### config.mk
export PLATFORM = sky130hd
export DESIGN_NAME = keyframe_linear_interpolator_unit
export DESIGN_NICKNAME = d
export VERILOG_FILES = /design/src/kli_pkg.sv /design/src/kli_ram.sv /design/src/keyframe_linear_interpolator_unit.sv
export SDC_FILE = /design/constraint.sdc
export NUM_CORES = 2
export LEC_CHECK = 0
export CAP_MARGIN = 20
export CORE_AREA = 2 2 376 657
export CTS_CLUSTER_DIAMETER = 50
export CTS_CLUSTER_SIZE = 8
export DETAILED_ROUTE_END_ITERATION = 16
export DIE_AREA = 0 0 378 659
export DONT_BUFFER_PORTS = 1
export GPL_TIMING_DRIVEN = 0
export HOLD_SLACK_MARGIN = 0.08
export MAX_ROUTING_LAYER = met4
export PLACE_DENSITY = 0.8
export SKIP_LAST_GASP = 1
export SLEW_MARGIN = 15
export SYNTH_ARGS = -nofsm -noshare
export SYNTH_HDL_FRONTEND = slang
export SYNTH_SLANG_ARGS = --single-unit
### constraint.sdc
create_clock -name aclk -period 7.5 [get_ports aclk]
set_input_delay 1.5 -clock aclk [delete_from_list [all_inputs] [get_ports aclk]]
set_output_delay 1.5 -clock aclk [all_outputs]
set_load 0.02 [all_outputs]
### src/kli_pkg.sv
// Shared constants for the keyframe linear interpolator: field widths, codes and defaults.
package kli_pkg;

    // Default table depth.
    localparam int MAX_KEYS_DEF = 64;

    // Field widths of one word on either channel.
    localparam int OP_W      = 2;
    localparam int FRAME_W   = 16;
    localparam int VALUE_W   = 32;
    localparam int IDX_W     = 6;
    localparam int CNT_OUT_W = 7;
    localparam int STATUS_W  = 2;

    // Packed stream widths, rounded up to whole bytes.
    localparam int S_TDATA_W = 56;
    localparam int M_TDATA_W = 48;

    // One table entry in memory: value above frame.
    localparam int ENTRY_W = VALUE_W + FRAME_W;

    // The quotient of an interpolation never needs more than 33 bits.
    localparam int DIV_STEPS = 33;
    localparam int STEP_W    = 6;

    // Operation codes.
    localparam logic [OP_W-1:0] OP_QUERY  = 2'd0;
    localparam logic [OP_W-1:0] OP_SET    = 2'd1;
    localparam logic [OP_W-1:0] OP_DELETE = 2'd2;

    // Status codes.
    localparam logic [STATUS_W-1:0] STAT_OK    = 2'd0;
    localparam logic [STATUS_W-1:0] STAT_FULL  = 2'd1;
    localparam logic [STATUS_W-1:0] STAT_RANGE = 2'd2;

endpackage

### src/kli_ram.sv
// Generic single-port-write, single-port-read RAM with a registered read.
module kli_ram #(
    parameter int WIDTH = 48,
    parameter int DEPTH = 64
) (
    input  logic                     aclk,
    input  logic                     wr_en,
    input  logic [$clog2(DEPTH)-1:0] wr_addr,
    input  logic [WIDTH-1:0]         wr_data,
    input  logic [$clog2(DEPTH)-1:0] rd_addr,
    output logic [WIDTH-1:0]         rd_data
);

    logic [WIDTH-1:0] mem [DEPTH];
    logic [WIDTH-1:0] rd_data_reg;

    // Write port and registered read port.
    always_ff @(posedge aclk) begin
        if (wr_en) begin
            mem[wr_addr] <= wr_data;
        end
        rd_data_reg <= mem[rd_addr];
    end

    assign rd_data = rd_data_reg;

endmodule

### src/keyframe_linear_interpolator_unit.sv
// Top level of the keyframe table with piecewise linear interpolation.
//
//  Channel  Direction  tdata (lowest bit up)                       tuser
//  s_       in         frame[15:0] value_in[47:16] entry_index[53:48]  op[1:0]
//  m_       out        value_out[31:0] entry_count[38:32] status[40:39]  -
//
// Work per accepted word: a query that lands on or outside the table needs at most a scan; one
// that interpolates needs a scan that reads one entry per cycle from the single table RAM,
// a multiply, 33 restoring divide steps and a final sum. A set scans, then moves one entry
// per cycle through the RAM's one write port, then inserts; a delete moves the entries
// above entry_index down one place.
// Reset is synchronous and empties the table at once; no clearing pass is needed.
// The input side is ready only when the sequencer is idle; a finished result waits in the
// output register, and the next word may be taken in the meantime.
module keyframe_linear_interpolator_unit #(
    parameter int MAX_KEYS = kli_pkg::MAX_KEYS_DEF
) (
    input  logic                          aclk,
    input  logic                          aresetn,
    input  logic                          s_tvalid,
    output logic                          s_tready,
    input  logic [kli_pkg::S_TDATA_W-1:0] s_tdata,  // frame, value_in, entry_index
    input  logic [kli_pkg::OP_W-1:0]      s_tuser,  // op
    output logic                          m_tvalid,
    input  logic                          m_tready,
    output logic [kli_pkg::M_TDATA_W-1:0] m_tdata   // value_out, entry_count, status
);

    localparam int PTR_W  = $clog2(MAX_KEYS + 1);
    localparam int ADDR_W = $clog2(MAX_KEYS);
    localparam int IDXC_W = ((PTR_W > kli_pkg::IDX_W) ? PTR_W : kli_pkg::IDX_W) + 1;
    localparam int FW     = kli_pkg::FRAME_W;
    localparam int VW     = kli_pkg::VALUE_W;
    localparam int EW     = kli_pkg::ENTRY_W;
    localparam int QW     = kli_pkg::DIV_STEPS;
    localparam int PW     = FW + VW;

    localparam logic [PTR_W-1:0] MAX_P = PTR_W'(MAX_KEYS);

    // Sequencer states.
    localparam logic [2:0] S_IDLE   = 3'd0;
    localparam logic [2:0] S_SCAN   = 3'd1;
    localparam logic [2:0] S_MUL    = 3'd2;
    localparam logic [2:0] S_DIV    = 3'd3;
    localparam logic [2:0] S_FIX    = 3'd4;
    localparam logic [2:0] S_SHIFT  = 3'd5;
    localparam logic [2:0] S_INSERT = 3'd6;
    localparam logic [2:0] S_DONE   = 3'd7;

    // Control registers.
    logic [2:0]       state_reg, state_next;
    logic [PTR_W-1:0] count_reg, count_next;
    logic             cmp_vld_reg, cmp_vld_next;
    logic             wr_pend_reg, wr_pend_next;
    logic             rd_more_reg, rd_more_next;
    logic             m_tvalid_reg, m_tvalid_next;

    // Payload and datapath registers.
    logic [kli_pkg::OP_W-1:0]     op_reg, op_next;
    logic [FW-1:0]                frame_reg, frame_next;
    logic [VW-1:0]                vin_reg, vin_next;
    logic [PTR_W-1:0]             ptr_reg, ptr_next;
    logic [PTR_W-1:0]             cmp_ptr_reg, cmp_ptr_next;
    logic [PTR_W-1:0]             pos_reg, pos_next;
    logic [PTR_W-1:0]             wr_ptr_reg, wr_ptr_next;
    logic [FW-1:0]                prev_frame_reg, prev_frame_next;
    logic [VW-1:0]                prev_value_reg, prev_value_next;
    logic [FW-1:0]                num_d_reg, num_d_next;
    logic [FW-1:0]                den_reg, den_next;
    logic [VW-1:0]                mag_reg, mag_next;
    logic                         neg_reg, neg_next;
    logic [VW-1:0]                base_reg, base_next;
    logic [FW-1:0]                rem_reg, rem_next;
    logic [QW-1:0]                quo_reg, quo_next;
    logic [kli_pkg::STEP_W-1:0]   step_reg, step_next;
    logic [VW-1:0]                res_value_reg, res_value_next;
    logic [kli_pkg::STATUS_W-1:0] res_status_reg, res_status_next;
    logic [VW-1:0]                out_value_reg, out_value_next;
    logic [kli_pkg::CNT_OUT_W-1:0] out_count_reg, out_count_next;
    logic [kli_pkg::STATUS_W-1:0] out_status_reg, out_status_next;

    // Table RAM ports.
    logic              ram_wr_en;
    logic [ADDR_W-1:0] ram_wr_addr;
    logic [EW-1:0]     ram_wr_data;
    logic [ADDR_W-1:0] ram_rd_addr;
    logic [EW-1:0]     ram_rd_data;
    logic [FW-1:0]     rd_frame;
    logic [VW-1:0]     rd_value;

    // Helpers for the scan, the divider and the final sum.
    logic              hit;
    logic              is_eq;
    logic              is_last;
    logic [VW:0]       diff;
    logic [PW-1:0]     prod;
    logic [FW:0]       trial;
    logic              ge;
    logic [QW:0]       q_signed;
    logic [VW+1:0]     sum;
    logic [IDXC_W-1:0] idx_wide;
    logic [IDXC_W-1:0] cnt_wide;
    logic              is_insert;

    kli_ram #(
        .WIDTH (EW),
        .DEPTH (MAX_KEYS)
    ) u_table (
        .aclk    (aclk),
        .wr_en   (ram_wr_en),
        .wr_addr (ram_wr_addr),
        .wr_data (ram_wr_data),
        .rd_addr (ram_rd_addr),
        .rd_data (ram_rd_data)
    );

    assign rd_frame = ram_rd_data[FW-1:0];
    assign rd_value = ram_rd_data[EW-1:FW];

    // Handshake outputs and packed result word.
    assign s_tready = (state_reg == S_IDLE);
    assign m_tvalid = m_tvalid_reg;
    assign m_tdata  = {{(kli_pkg::M_TDATA_W - VW - kli_pkg::CNT_OUT_W - kli_pkg::STATUS_W){1'b0}},
                       out_status_reg, out_count_reg, out_value_reg};

    // Shared arithmetic: scan compare, difference, multiply, divide step, final sum.
    assign hit       = (rd_frame >= frame_reg);
    assign is_eq     = (rd_frame == frame_reg);
    assign is_last   = (cmp_ptr_reg == count_reg - PTR_W'(1));
    assign diff      = {rd_value[VW-1], rd_value} - {prev_value_reg[VW-1], prev_value_reg};
    assign prod      = PW'(num_d_reg) * PW'(mag_reg);
    assign trial     = {rem_reg, quo_reg[QW-1]} - {1'b0, den_reg};
    assign ge        = ({rem_reg, quo_reg[QW-1]} >= {1'b0, den_reg});
    assign q_signed  = neg_reg ? -{1'b0, quo_reg} : {1'b0, quo_reg};
    assign sum       = {{2{base_reg[VW-1]}}, base_reg} + q_signed;
    assign idx_wide  = IDXC_W'(s_tdata[FW+VW +: kli_pkg::IDX_W]);
    assign cnt_wide  = IDXC_W'(count_reg);
    assign is_insert = (op_reg == kli_pkg::OP_SET);

    // Sequencer.
    always_comb begin
        state_next      = state_reg;
        count_next      = count_reg;
        cmp_vld_next    = cmp_vld_reg;
        wr_pend_next    = wr_pend_reg;
        rd_more_next    = rd_more_reg;
        m_tvalid_next   = m_tvalid_reg && !m_tready;
        op_next         = op_reg;
        frame_next      = frame_reg;
        vin_next        = vin_reg;
        ptr_next        = ptr_reg;
        cmp_ptr_next    = cmp_ptr_reg;
        pos_next        = pos_reg;
        wr_ptr_next     = wr_ptr_reg;
        prev_frame_next = prev_frame_reg;
        prev_value_next = prev_value_reg;
        num_d_next      = num_d_reg;
        den_next        = den_reg;
        mag_next        = mag_reg;
        neg_next        = neg_reg;
        base_next       = base_reg;
        rem_next        = rem_reg;
        quo_next        = quo_reg;
        step_next       = step_reg;
        res_value_next  = res_value_reg;
        res_status_next = res_status_reg;
        out_value_next  = out_value_reg;
        out_count_next  = out_count_reg;
        out_status_next = out_status_reg;
        ram_wr_en       = 1'b0;
        ram_wr_addr     = pos_reg[ADDR_W-1:0];
        ram_wr_data     = {vin_reg, frame_reg};
        ram_rd_addr     = ptr_reg[ADDR_W-1:0];

        case (state_reg)
            S_IDLE: begin
                if (s_tvalid) begin
                    op_next         = s_tuser;
                    frame_next      = s_tdata[FW-1:0];
                    vin_next        = s_tdata[FW +: VW];
                    res_value_next  = '0;
                    res_status_next = kli_pkg::STAT_OK;
                    ptr_next        = '0;
                    cmp_vld_next    = 1'b0;
                    wr_pend_next    = 1'b0;
                    case (s_tuser)
                        kli_pkg::OP_QUERY: begin
                            state_next = (count_reg == '0) ? S_DONE : S_SCAN;
                        end
                        kli_pkg::OP_SET: begin
                            pos_next   = '0;
                            state_next = (count_reg == '0) ? S_INSERT : S_SCAN;
                        end
                        kli_pkg::OP_DELETE: begin
                            if (idx_wide < cnt_wide) begin
                                count_next = count_reg - PTR_W'(1);
                                if ((idx_wide + IDXC_W'(1)) < cnt_wide) begin
                                    ptr_next     = PTR_W'(idx_wide + IDXC_W'(1));
                                    rd_more_next = 1'b1;
                                    state_next   = S_SHIFT;
                                end else begin
                                    state_next = S_DONE;
                                end
                            end else begin
                                res_status_next = kli_pkg::STAT_RANGE;
                                state_next      = S_DONE;
                            end
                        end
                        default: begin
                            state_next = S_DONE;
                        end
                    endcase
                end
            end

            // One entry read per cycle; the compare sees each entry through the RAM's read register.
            S_SCAN: begin
                ptr_next     = ptr_reg + PTR_W'(1);
                cmp_ptr_next = ptr_reg;
                cmp_vld_next = 1'b1;
                if (cmp_vld_reg) begin
                    prev_frame_next = rd_frame;
                    prev_value_next = rd_value;
                    if (hit || is_last) begin
                        cmp_vld_next = 1'b0;
                        if (op_reg == kli_pkg::OP_QUERY) begin
                            if (!hit || is_eq || cmp_ptr_reg == '0) begin
                                res_value_next = rd_value;
                                state_next     = S_DONE;
                            end else begin
                                num_d_next = frame_reg - prev_frame_reg;
                                den_next   = rd_frame - prev_frame_reg;
                                neg_next   = diff[VW];
                                mag_next   = diff[VW] ? VW'(-diff) : diff[VW-1:0];
                                base_next  = prev_value_reg;
                                state_next = S_MUL;
                            end
                        end else if (hit && is_eq) begin
                            // Existing frame: overwrite its value in place.
                            ram_wr_en      = 1'b1;
                            ram_wr_addr    = cmp_ptr_reg[ADDR_W-1:0];
                            res_value_next = vin_reg;
                            state_next     = S_DONE;
                        end else if (count_reg == MAX_P) begin
                            res_status_next = kli_pkg::STAT_FULL;
                            state_next      = S_DONE;
                        end else if (!hit) begin
                            pos_next   = count_reg;
                            state_next = S_INSERT;
                        end else begin
                            pos_next     = cmp_ptr_reg;
                            ptr_next     = count_reg - PTR_W'(1);
                            rd_more_next = 1'b1;
                            state_next   = S_SHIFT;
                        end
                    end
                end
            end

            // Magnitude product, then load the divider with its top bits.
            S_MUL: begin
                rem_next   = FW'(prod[PW-1:QW]);
                quo_next   = prod[QW-1:0];
                step_next  = '0;
                state_next = S_DIV;
            end

            // Restoring division, one quotient bit per cycle.
            S_DIV: begin
                rem_next  = ge ? trial[FW-1:0] : {rem_reg[FW-2:0], quo_reg[QW-1]};
                quo_next  = {quo_reg[QW-2:0], ge};
                step_next = step_reg + kli_pkg::STEP_W'(1);
                if (step_reg == kli_pkg::STEP_W'(kli_pkg::DIV_STEPS - 1)) begin
                    state_next = S_FIX;
                end
            end

            S_FIX: begin
                res_value_next = sum[VW-1:0];
                state_next     = S_DONE;
            end

            // Move entries one place; each entry is written in the cycle after its read.
            S_SHIFT: begin
                if (wr_pend_reg) begin
                    ram_wr_en   = 1'b1;
                    ram_wr_addr = wr_ptr_reg[ADDR_W-1:0];
                    ram_wr_data = ram_rd_data;
                end
                if (rd_more_reg) begin
                    wr_pend_next = 1'b1;
                    if (is_insert) begin
                        wr_ptr_next = ptr_reg + PTR_W'(1);
                        ptr_next    = ptr_reg - PTR_W'(1);
                        if (ptr_reg == pos_reg) begin
                            rd_more_next = 1'b0;
                        end
                    end else begin
                        wr_ptr_next = ptr_reg - PTR_W'(1);
                        ptr_next    = ptr_reg + PTR_W'(1);
                        if (ptr_reg == count_reg) begin
                            rd_more_next = 1'b0;
                        end
                    end
                end else begin
                    wr_pend_next = 1'b0;
                    state_next   = is_insert ? S_INSERT : S_DONE;
                end
            end

            S_INSERT: begin
                ram_wr_en      = 1'b1;
                count_next     = count_reg + PTR_W'(1);
                res_value_next = vin_reg;
                state_next     = S_DONE;
            end

            // Hand the result to the output register once it is free.
            S_DONE: begin
                if (!m_tvalid_reg || m_tready) begin
                    m_tvalid_next   = 1'b1;
                    out_value_next  = res_value_reg;
                    out_count_next  = kli_pkg::CNT_OUT_W'(count_reg);
                    out_status_next = res_status_reg;
                    state_next      = S_IDLE;
                end
            end

            default: begin
                state_next = S_IDLE;
            end
        endcase
    end

    // Control state.
    always_ff @(posedge aclk) begin
        if (!aresetn) begin
            state_reg    <= S_IDLE;
            count_reg    <= '0;
            cmp_vld_reg  <= 1'b0;
            wr_pend_reg  <= 1'b0;
            rd_more_reg  <= 1'b0;
            m_tvalid_reg <= 1'b0;
        end else begin
            state_reg    <= state_next;
            count_reg    <= count_next;
            cmp_vld_reg  <= cmp_vld_next;
            wr_pend_reg  <= wr_pend_next;
            rd_more_reg  <= rd_more_next;
            m_tvalid_reg <= m_tvalid_next;
        end
    end

    // Payload and datapath.
    always_ff @(posedge aclk) begin
        op_reg         <= op_next;
        frame_reg      <= frame_next;
        vin_reg        <= vin_next;
        ptr_reg        <= ptr_next;
        cmp_ptr_reg    <= cmp_ptr_next;
        pos_reg        <= pos_next;
        wr_ptr_reg     <= wr_ptr_next;
        prev_frame_reg <= prev_frame_next;
        prev_value_reg <= prev_value_next;
        num_d_reg      <= num_d_next;
        den_reg        <= den_next;
        mag_reg        <= mag_next;
        neg_reg        <= neg_next;
        base_reg       <= base_next;
        rem_reg        <= rem_next;
        quo_reg        <= quo_next;
        step_reg       <= step_next;
        res_value_reg  <= res_value_next;
        res_status_reg <= res_status_next;
        out_value_reg  <= out_value_next;
        out_count_reg  <= out_count_next;
        out_status_reg <= out_status_next;
    end

`ifndef NO_ASSERTIONS
    // The table never holds more keys than it has room for.
    a_count_max: assert property (@(posedge aclk) disable iff (!aresetn)
        count_reg <= MAX_P)
        else $error("key count beyond table depth");

    // One word changes the key count by at most one.
    a_count_step: assert property (@(posedge aclk) disable iff (!aresetn)
        !$stable(count_reg) |-> (count_reg == $past(count_reg) + PTR_W'(1) ||
                                 count_reg == $past(count_reg) - PTR_W'(1)))
        else $error("key count jumped");

    // A full report is only given with a full table.
    a_full_count: assert property (@(posedge aclk) disable iff (!aresetn)
        (m_tvalid_reg && out_status_reg == kli_pkg::STAT_FULL) |->
        (out_count_reg == kli_pkg::CNT_OUT_W'(MAX_KEYS)))
        else $error("full status with room left");

    // Interpolation operands: the span is non-zero and the offset lies inside it.
    a_mul_span: assert property (@(posedge aclk) disable iff (!aresetn)
        state_reg == S_MUL |-> (den_reg != '0 && num_d_reg < den_reg))
        else $error("interpolation span out of order");

    // The partial remainder stays below the divisor throughout the division.
    a_div_rem: assert property (@(posedge aclk) disable iff (!aresetn)
        state_reg == S_DIV |-> rem_reg < den_reg)
        else $error("divider remainder overflow");
`endif

endmodule

## Yosys cells after proc, flatten, opt, wreduce, memory -nomap -nowiden

Memories as Yosys holds them, arrays and structs flattened. A register that Yosys moved wholly into a read port is not among the register bits.
Index checks and enable logic that the tools add are counted.

- Add/subtract/negate cells: 13
- Multipliers: 1
- Bitwise operators: 1
- Equality and inequality tests: 34
- $lt $le $gt $ge: 4
- Reductions and logical operators: 35
- Mux-type cells: 106

Operators by type and width:

| kind | number |
|---|---|
| 32-bit 2-to-1 mux | 8 |
| 7-bit 2-to-1 mux | 23 |
| 32-bit one-hot mux with 4 select lines | 1 |
| 48-bit 2-to-1 mux | 2 |
| 33-bit one-hot mux with 2 select lines | 1 |
| 32-bit negation | 2 |
| 16-bit by 32-bit multiplier with 48-bit output | 1 |
| 16-bit subtractor | 3 |
| 6-bit 2-to-1 mux | 6 |
| 3-bit 2-to-1 mux | 11 |
| 32-bit by 32-bit subtractor with 33-bit output | 1 |
| 32-bit adder | 1 |
| 16-bit one-hot mux with 2 select lines | 1 |
| 1-bit 2-to-1 mux | 28 |
| 7-bit one-hot mux with 2 select lines | 2 |
| 2-bit 2-to-1 mux | 12 |
| 2-bit inequality test, second input constant | 12 |
| 6-bit one-hot mux with 2 select lines | 2 |
| 7-bit == test | 3 |
| 3-bit one-hot mux with 7 select lines | 1 |
| 7-bit one-hot mux with 3 select lines | 1 |
| 17-bit by 16-bit >= comparator with 1-bit output | 1 |
| 16-bit == test | 1 |
| 16-bit >= comparator | 1 |
| other kinds (39) | 69 |

- Output and inout bits: 50
- Bits in registers: 366
- RAM bits: 3,072
- Memories: 1

Memory list:

| memory | words | bits a word | rd ports | clocked after Yosys merged registers in | wr ports | line | text |
|---|---|---|---|---|---|---|---|
| u_table.mem | 64 | 48 | 1 | 1 | 1 | kli_ram.sv:14 | `logic [WIDTH-1:0] mem [DEPTH];` |

## Depth between registers and ports, before layout

- Depth after elaboration: 9
- Gate-level depth with buffers: 26
- Gate-level depth less buffers: 25

## Hierarchy

From an unflattened synthesis, not the netlist that was laid out.

- Cells, all modules: 9,235
- Area total of the unflattened synthesis: 156,572.7 µm²

By module, submodules not included:

| module | area an instance (µm²) | instances | cells an instance |
|---|---|---|---|
| kli_ram | 118,190.9 | 1 | 5,247 |
| keyframe_linear_interpolator_unit | 38,381.8 | 1 | 3,988 |

## Worst setup path before layout

No wires, ideal clock.

- Path type: register to register
- Start point: reg num_d_reg[4]
- End point: reg rem_reg[13], data pin
- Cell stages (with the launch flop): 26
- Data required time: 7.232 ns
- Library setup time: 0.268 ns
- Path slack: 0.949 ns
- Period minus slack after synthesis: 6.551 ns
- Arrival: 6.282 ns
- Path through: edfxtp_1 -> clkbuf_1 -> and2_1 -> fa_1 -> inv_1 -> fa_1 -> fa_1 -> inv_1 -> fa_1 -> fa_1 -> inv_1 -> fa_1 -> inv_1 -> ha_1 -> clkbuf_1 -> a21o_1 -> or3_1 -> a311oi_1 -> o31ai_1 -> a31oi_1 -> nor3_1 -> nor3_1 -> o21ai_0 -> a311oi_1 -> xor2_1 -> mux2i_1

- Cells in the longest elaborated chain, start to end: 2

RTL lines:

| element | line | text |
|---|---|---|
| start: declaration | keyframe_linear_interpolator_unit.sv:68 | `logic [FW-1:0] num_d_reg, num_d_next;` |
| start signal: assignment | keyframe_linear_interpolator_unit.sv:365 | `num_d_reg <= num_d_next;` |
| 16-bit by 32-bit multiplier with 48-bit output | keyframe_linear_interpolator_unit.sv:131 | `assign prod = PW'(num_d_reg) * PW'(mag_reg);` |
| 16-bit one-hot mux with 2 select lines | keyframe_linear_interpolator_unit.sv:175 | `case (state_reg)` |
| net rem_next[13] | keyframe_linear_interpolator_unit.sv:73 | `logic [FW-1:0] rem_reg, rem_next;` |
| end signal: assignment | keyframe_linear_interpolator_unit.sv:370 | `rem_reg <= rem_next;` |
| end: declaration | keyframe_linear_interpolator_unit.sv:73 |  |

The timed path passes the listed nets, and every way through them passes these cells.
A chain may end at the register's enable or synchronous reset.

## Worst setup path in the final report

- Start point: reg frame_reg[13]
- End point: mem u_table.mem[13][29], enable pin

- Cells in the longest elaborated chain, start to end: 9
- Elaborated cells between the ends (all ways): 16

RTL lines:

| element | line | text |
|---|---|---|
| start: declaration | keyframe_linear_interpolator_unit.sv:60 | `logic [FW-1:0] frame_reg, frame_next;` |
| start signal: assignment | keyframe_linear_interpolator_unit.sv:357 | `frame_reg <= frame_next;` |
| 16-bit >= comparator / 16-bit == test (equally long branches) | keyframe_linear_interpolator_unit.sv:127, keyframe_linear_interpolator_unit.sv:128 |  |
| 1-bit logical AND | keyframe_linear_interpolator_unit.sv:238 | `end else if (hit && is_eq) begin` |
| 1-bit 2-to-1 mux | keyframe_linear_interpolator_unit.sv:238 |  |
| 1-bit 2-to-1 mux | keyframe_linear_interpolator_unit.sv:226 | `if (op_reg == kli_pkg::OP_QUERY) begin` |
| 1-bit 2-to-1 mux | keyframe_linear_interpolator_unit.sv:224 | `if (hit \|\| is_last) begin` |
| 1-bit 2-to-1 mux | keyframe_linear_interpolator_unit.sv:221 | `if (cmp_vld_reg) begin` |
| 1-bit one-hot mux with 3 select lines | keyframe_linear_interpolator_unit.sv:175 |  |
| 1-bit 2-to-1 mux | kli_ram.sv:19 | `if (wr_en) begin` |
| 1-bit 2-to-1 mux (not written as such) | kli_ram.sv:20 | `mem[wr_addr] <= wr_data;` |
| end: declaration | kli_ram.sv:14 |  |

Parallel ways exist; a longest one is shown, timed or not.

==> summary.txt <==
Synthesis
  – Most frequent cell after synthesis: edfxtp_1
  – Most used DFF post-synth: edfxtp_1
  – Most frequent cells after synthesis: edfxtp_1 (3424), mux4_2 (1008), inv_1 (600)
  – Number of synthesized flops with an enable pin: 3424
  – Synthesized flop and latch total: 3486
  – Post-Syn Area: 155100 µm²
  – Synth cell types: 89
  – FFs w/ async S/R, synth: 0
  – Mapped Avg Cell Area: 18.54 µm²
  – Cells after Synth: 8365
  – Ys Warns: 0
  – Register area share after synthesis: 0.6708
  – Top cell type's share of synthesized area: 0.6628
  – Largest cells by area after synthesis: edfxtp_1 (66%), mux4_2 (15%), fa_1 (5.5%), ha_1 (2.1%), inv_1 (1.5%)
  – Post-synth top area cell: edfxtp_1

Place
  – Setup WS pre-CTS: -1.751 ns
  – Gpl congestion: 1.030
  – Count of buffers from port buffering: 0
  – Hpwl dp: 361400 µm

Drt
  – Initial DRC Count: 17320
  – WL per Instance: 46.55 µm
  – Drc violations: 0
  – Total wire length: 596600 µm
  – DR vias: 98560
  – Drt pass-1 iters: 10
  – Via density: 7.689
  – Post-route ant nets: 0

Setup path
  – Critical Path Max Stage Delay: 1.10 ns
  – Critical path cell sequence: inv_1, ha_1, nand3_1, or4_1, nor3_1, a21oi_1, o21ai_1, nand3_1, nor2_4, buf_16, buf_16, buf_12
  – CP Launch Type: flop
  – Buf/Inv on CP: 4
  – Arrival time worst endpoint: 8.12 ns
  – Crit. Startpoint: frame_reg[13]
  – Critical path's slowest cell: nand3_1
  – Critical Path Fanout Max: 19
  – R2r startpoint: frame_reg[13]
  – Critical Path RT: 8.10 ns
  – CP Capture Type: flop
  – Top cell family by delay on the critical path: simple AND/OR/NAND/NOR gates
  – WS Path Type: flop to flop

Flow run
  – Maxcap violations: 0

CTS
  – Clk Latency, worst-skew pair: 1.00 ns
  – Clock transition at the registers of the reported paths: 0.05 ns
  – # H-tree levels: 5
  – CTS buffer count: 483
  – Root Buffer: clkbuf_16
  – CTS Sinks: 3486
  – Hold buffers post-CTS: 0
  – CTS tree: built
  – Clock Tree Buf Depth: 4

Status
  – Violated checks: setup timing
  – Outcome: finished, violations left

Timing
  – Fin. max-slew vios: 0
  – Minimum clock period: 7.522 ns
  – Fmax: 0.1329 GHz
  – Tcrit/Tclk final: 1.003
  – Unrepaired setup endpoints after global routing: yes
  – Final Skew: 0.09903 ns
  – Max_slew headroom: 0.04091
  – Final setup margin: -0.02167 ns
  – Slew of the pin with the lowest slew margin: 1.439 ns
  – Final Setup Violations: 10
  – WHS: 0.4227 ns
  – Final hold violations: 0

GRT
  – Total track usage: 0.4839
  – Number of global-route vias before repair: 98730
  – Remaining global-route overflow: 0
  – Global-route wire length before repair: 787300 µm
  – Largest net degree at the start of global routing: 65
  – Initial antenna violation count: 77

Worst hold path
  – Min-delay src: res_value_reg[13]
  – HP Class: flop to flop

Cells and area
  – Sequential Area: 104100 µm²
  – Nets: 9953
  – Syn-to-layout area delta: 16.29%
  – Layout cells sized above 1: 0.2362
  – Fill cells: 13050
  – Largest register FFs: 3072
  – Multi-input logic area: 48210 µm²

Pwr
  – Pleak: 61.34 nW
  – IR drop worst, VDD: 0.3421 mV
  – PwrDens: 426.5 nW/µm²

Floorplanning
  – Num rows: 240
  – Chip width: 378 µm
  – DIE AREA: 249100 µm²
  – Initial Util: 0.6362
  – Core area: 243800 µm²
  – Die height: 659 µm
  – Io pins: 112
-- kinds of logic after synthesis --
kind of cell | count (synthesis) | share of synthesized area
xor+xnor | 227 | 0.01282
compound gates | 657 | 0.02676
fa+ha+maj | 688 | 0.07596
buf+inv | 979 | 0.02404
simple gates | 1240 | 0.03776
flops | 3486 | 0.6708
other cells | 1 | 0.00002417
mux | 1087 | 0.1518
-- worst register-to-register path, stage by stage, from the launching register on --
cell      delay, ns
edfxtp_1       0.68
inv_1          0.12
ha_1           0.30
nand3_1        0.44
or4_1          0.77
nor3_1         0.89
a21oi_1        0.16
o21ai_1        0.85
nand3_1        1.11
nor2_4         1.09
buf_16         0.27
buf_16         0.20
buf_12         0.24
-- cell usage in the layout, fill, tap and decap left out, types with 27 or more instances in the layout --
| master | netlist | layout |
|---|---|---|
| a21o_1 | 62 | 61 |
| a21oi_1 | 186 | 183 |
| and2_1 | 218 | 216 |
| and3_1 | 28 | 27 |
| buf_1 | 75 | 33 |
| buf_12 | 0 | 166 |
| buf_16 | 0 | 65 |
| buf_2 | 0 | 28 |
| buf_4 | 9 | 68 |
| buf_6 | 0 | 50 |
| clkbuf_1 | 293 | 365 |
| clkbuf_16 | 0 | 487 |
| clkbuf_2 | 0 | 104 |
| dfxtp_1 | 62 | 62 |
| diode_2 | 0 | 118 |
| edfxtp_1 | 3424 | 3424 |
| fa_1 | 423 | 421 |
| ha_1 | 265 | 259 |
| inv_1 | 600 | 599 |
| mux2_4 | 0 | 31 |
| mux2i_1 | 32 | 32 |
| mux4_2 | 1008 | 1008 |
| nand2_1 | 500 | 500 |
| nand3_1 | 42 | 42 |
| nor2_1 | 249 | 180 |
| nor2_4 | 0 | 66 |
| nor2b_1 | 36 | 36 |
| nor3_1 | 53 | 48 |
| o21ai_0 | 171 | 158 |
| xnor2_1 | 151 | 151 |
| xor2_1 | 76 | 76 |
-- path summary, 6_finish.rpt --
| kind | end | slack [ns] | cells after the start |
|---|---|---|---|
| max reg2reg | u_table.mem[13][29] | -0.02 | 12 |
| min | out_value_reg[13] | 0.42 | 0 |
| max | u_table.mem[13][29] | -0.02 | 12 |
| min reg2reg | out_value_reg[13] | 0.42 | 0 |
-- routing by layer --
metal  wire [µm]  GRT usage  vias to the layer above
met5           0          -                        -
met1      154300     0.4753                    48260
met3       81530     0.1600                     4267
met4       81860     0.4825                        0
met2      278900     0.7355                    11650
li1            -          -                    34380
-- area by class of cell --
class	instances	share of cell area
flip-flops and latches	3486	0.5769
well taps	3267	0.02266
diodes	118	0.001637
inverters	600	0.01250
clock inverters	26	0.002109
multi-input cells	3906	0.2673
clock buffers	688	0.07202
plain buffers	372	0.009648
repair buffers	354	0.03530
-- power by group --
part           switching (W)  total, W  internal (W)
Clock                0.00885    0.0207        0.0118
Sequential           0.00114    0.0247        0.0235
Combinational         0.0195    0.0316        0.0121
Total                 0.0294    0.0769        0.0475
-- stage by stage --
step | instances | TNS [ns] | util | instance area [µm²] | power (W)
2_1_floorplan | 8371 | 0 | - | 155100 | 0.04239
3_3_place_gp | 11640 | -7932.51 | 0.6530 | 159200 | 0.05136
3_5_place_dp | 11880 | -26.00 | 0.6761 | 164900 | 0.05284
4_1_cts | 12630 | -0.04745 | 0.7336 | 178900 | 0.07419
5_1_grt | 12790 | -0.05903 | 0.7395 | 180300 | 0.07807
6_report | 12820 | -0.1085 | 0.7398 | 180400 | 0.07693
-- what timing repair did --
| item | in CTS | in global routing |
|---|---|---|
| gates cloned | 0 | 0 |
| pin swaps | 4 | 12 |
| endpoints found under the setup margin | 31 | 17 |
| buffers inserted | 38 | 25 |
| resized for setup | 96 | 77 |
Note: power is estimated with default switching activity, not from simulation.
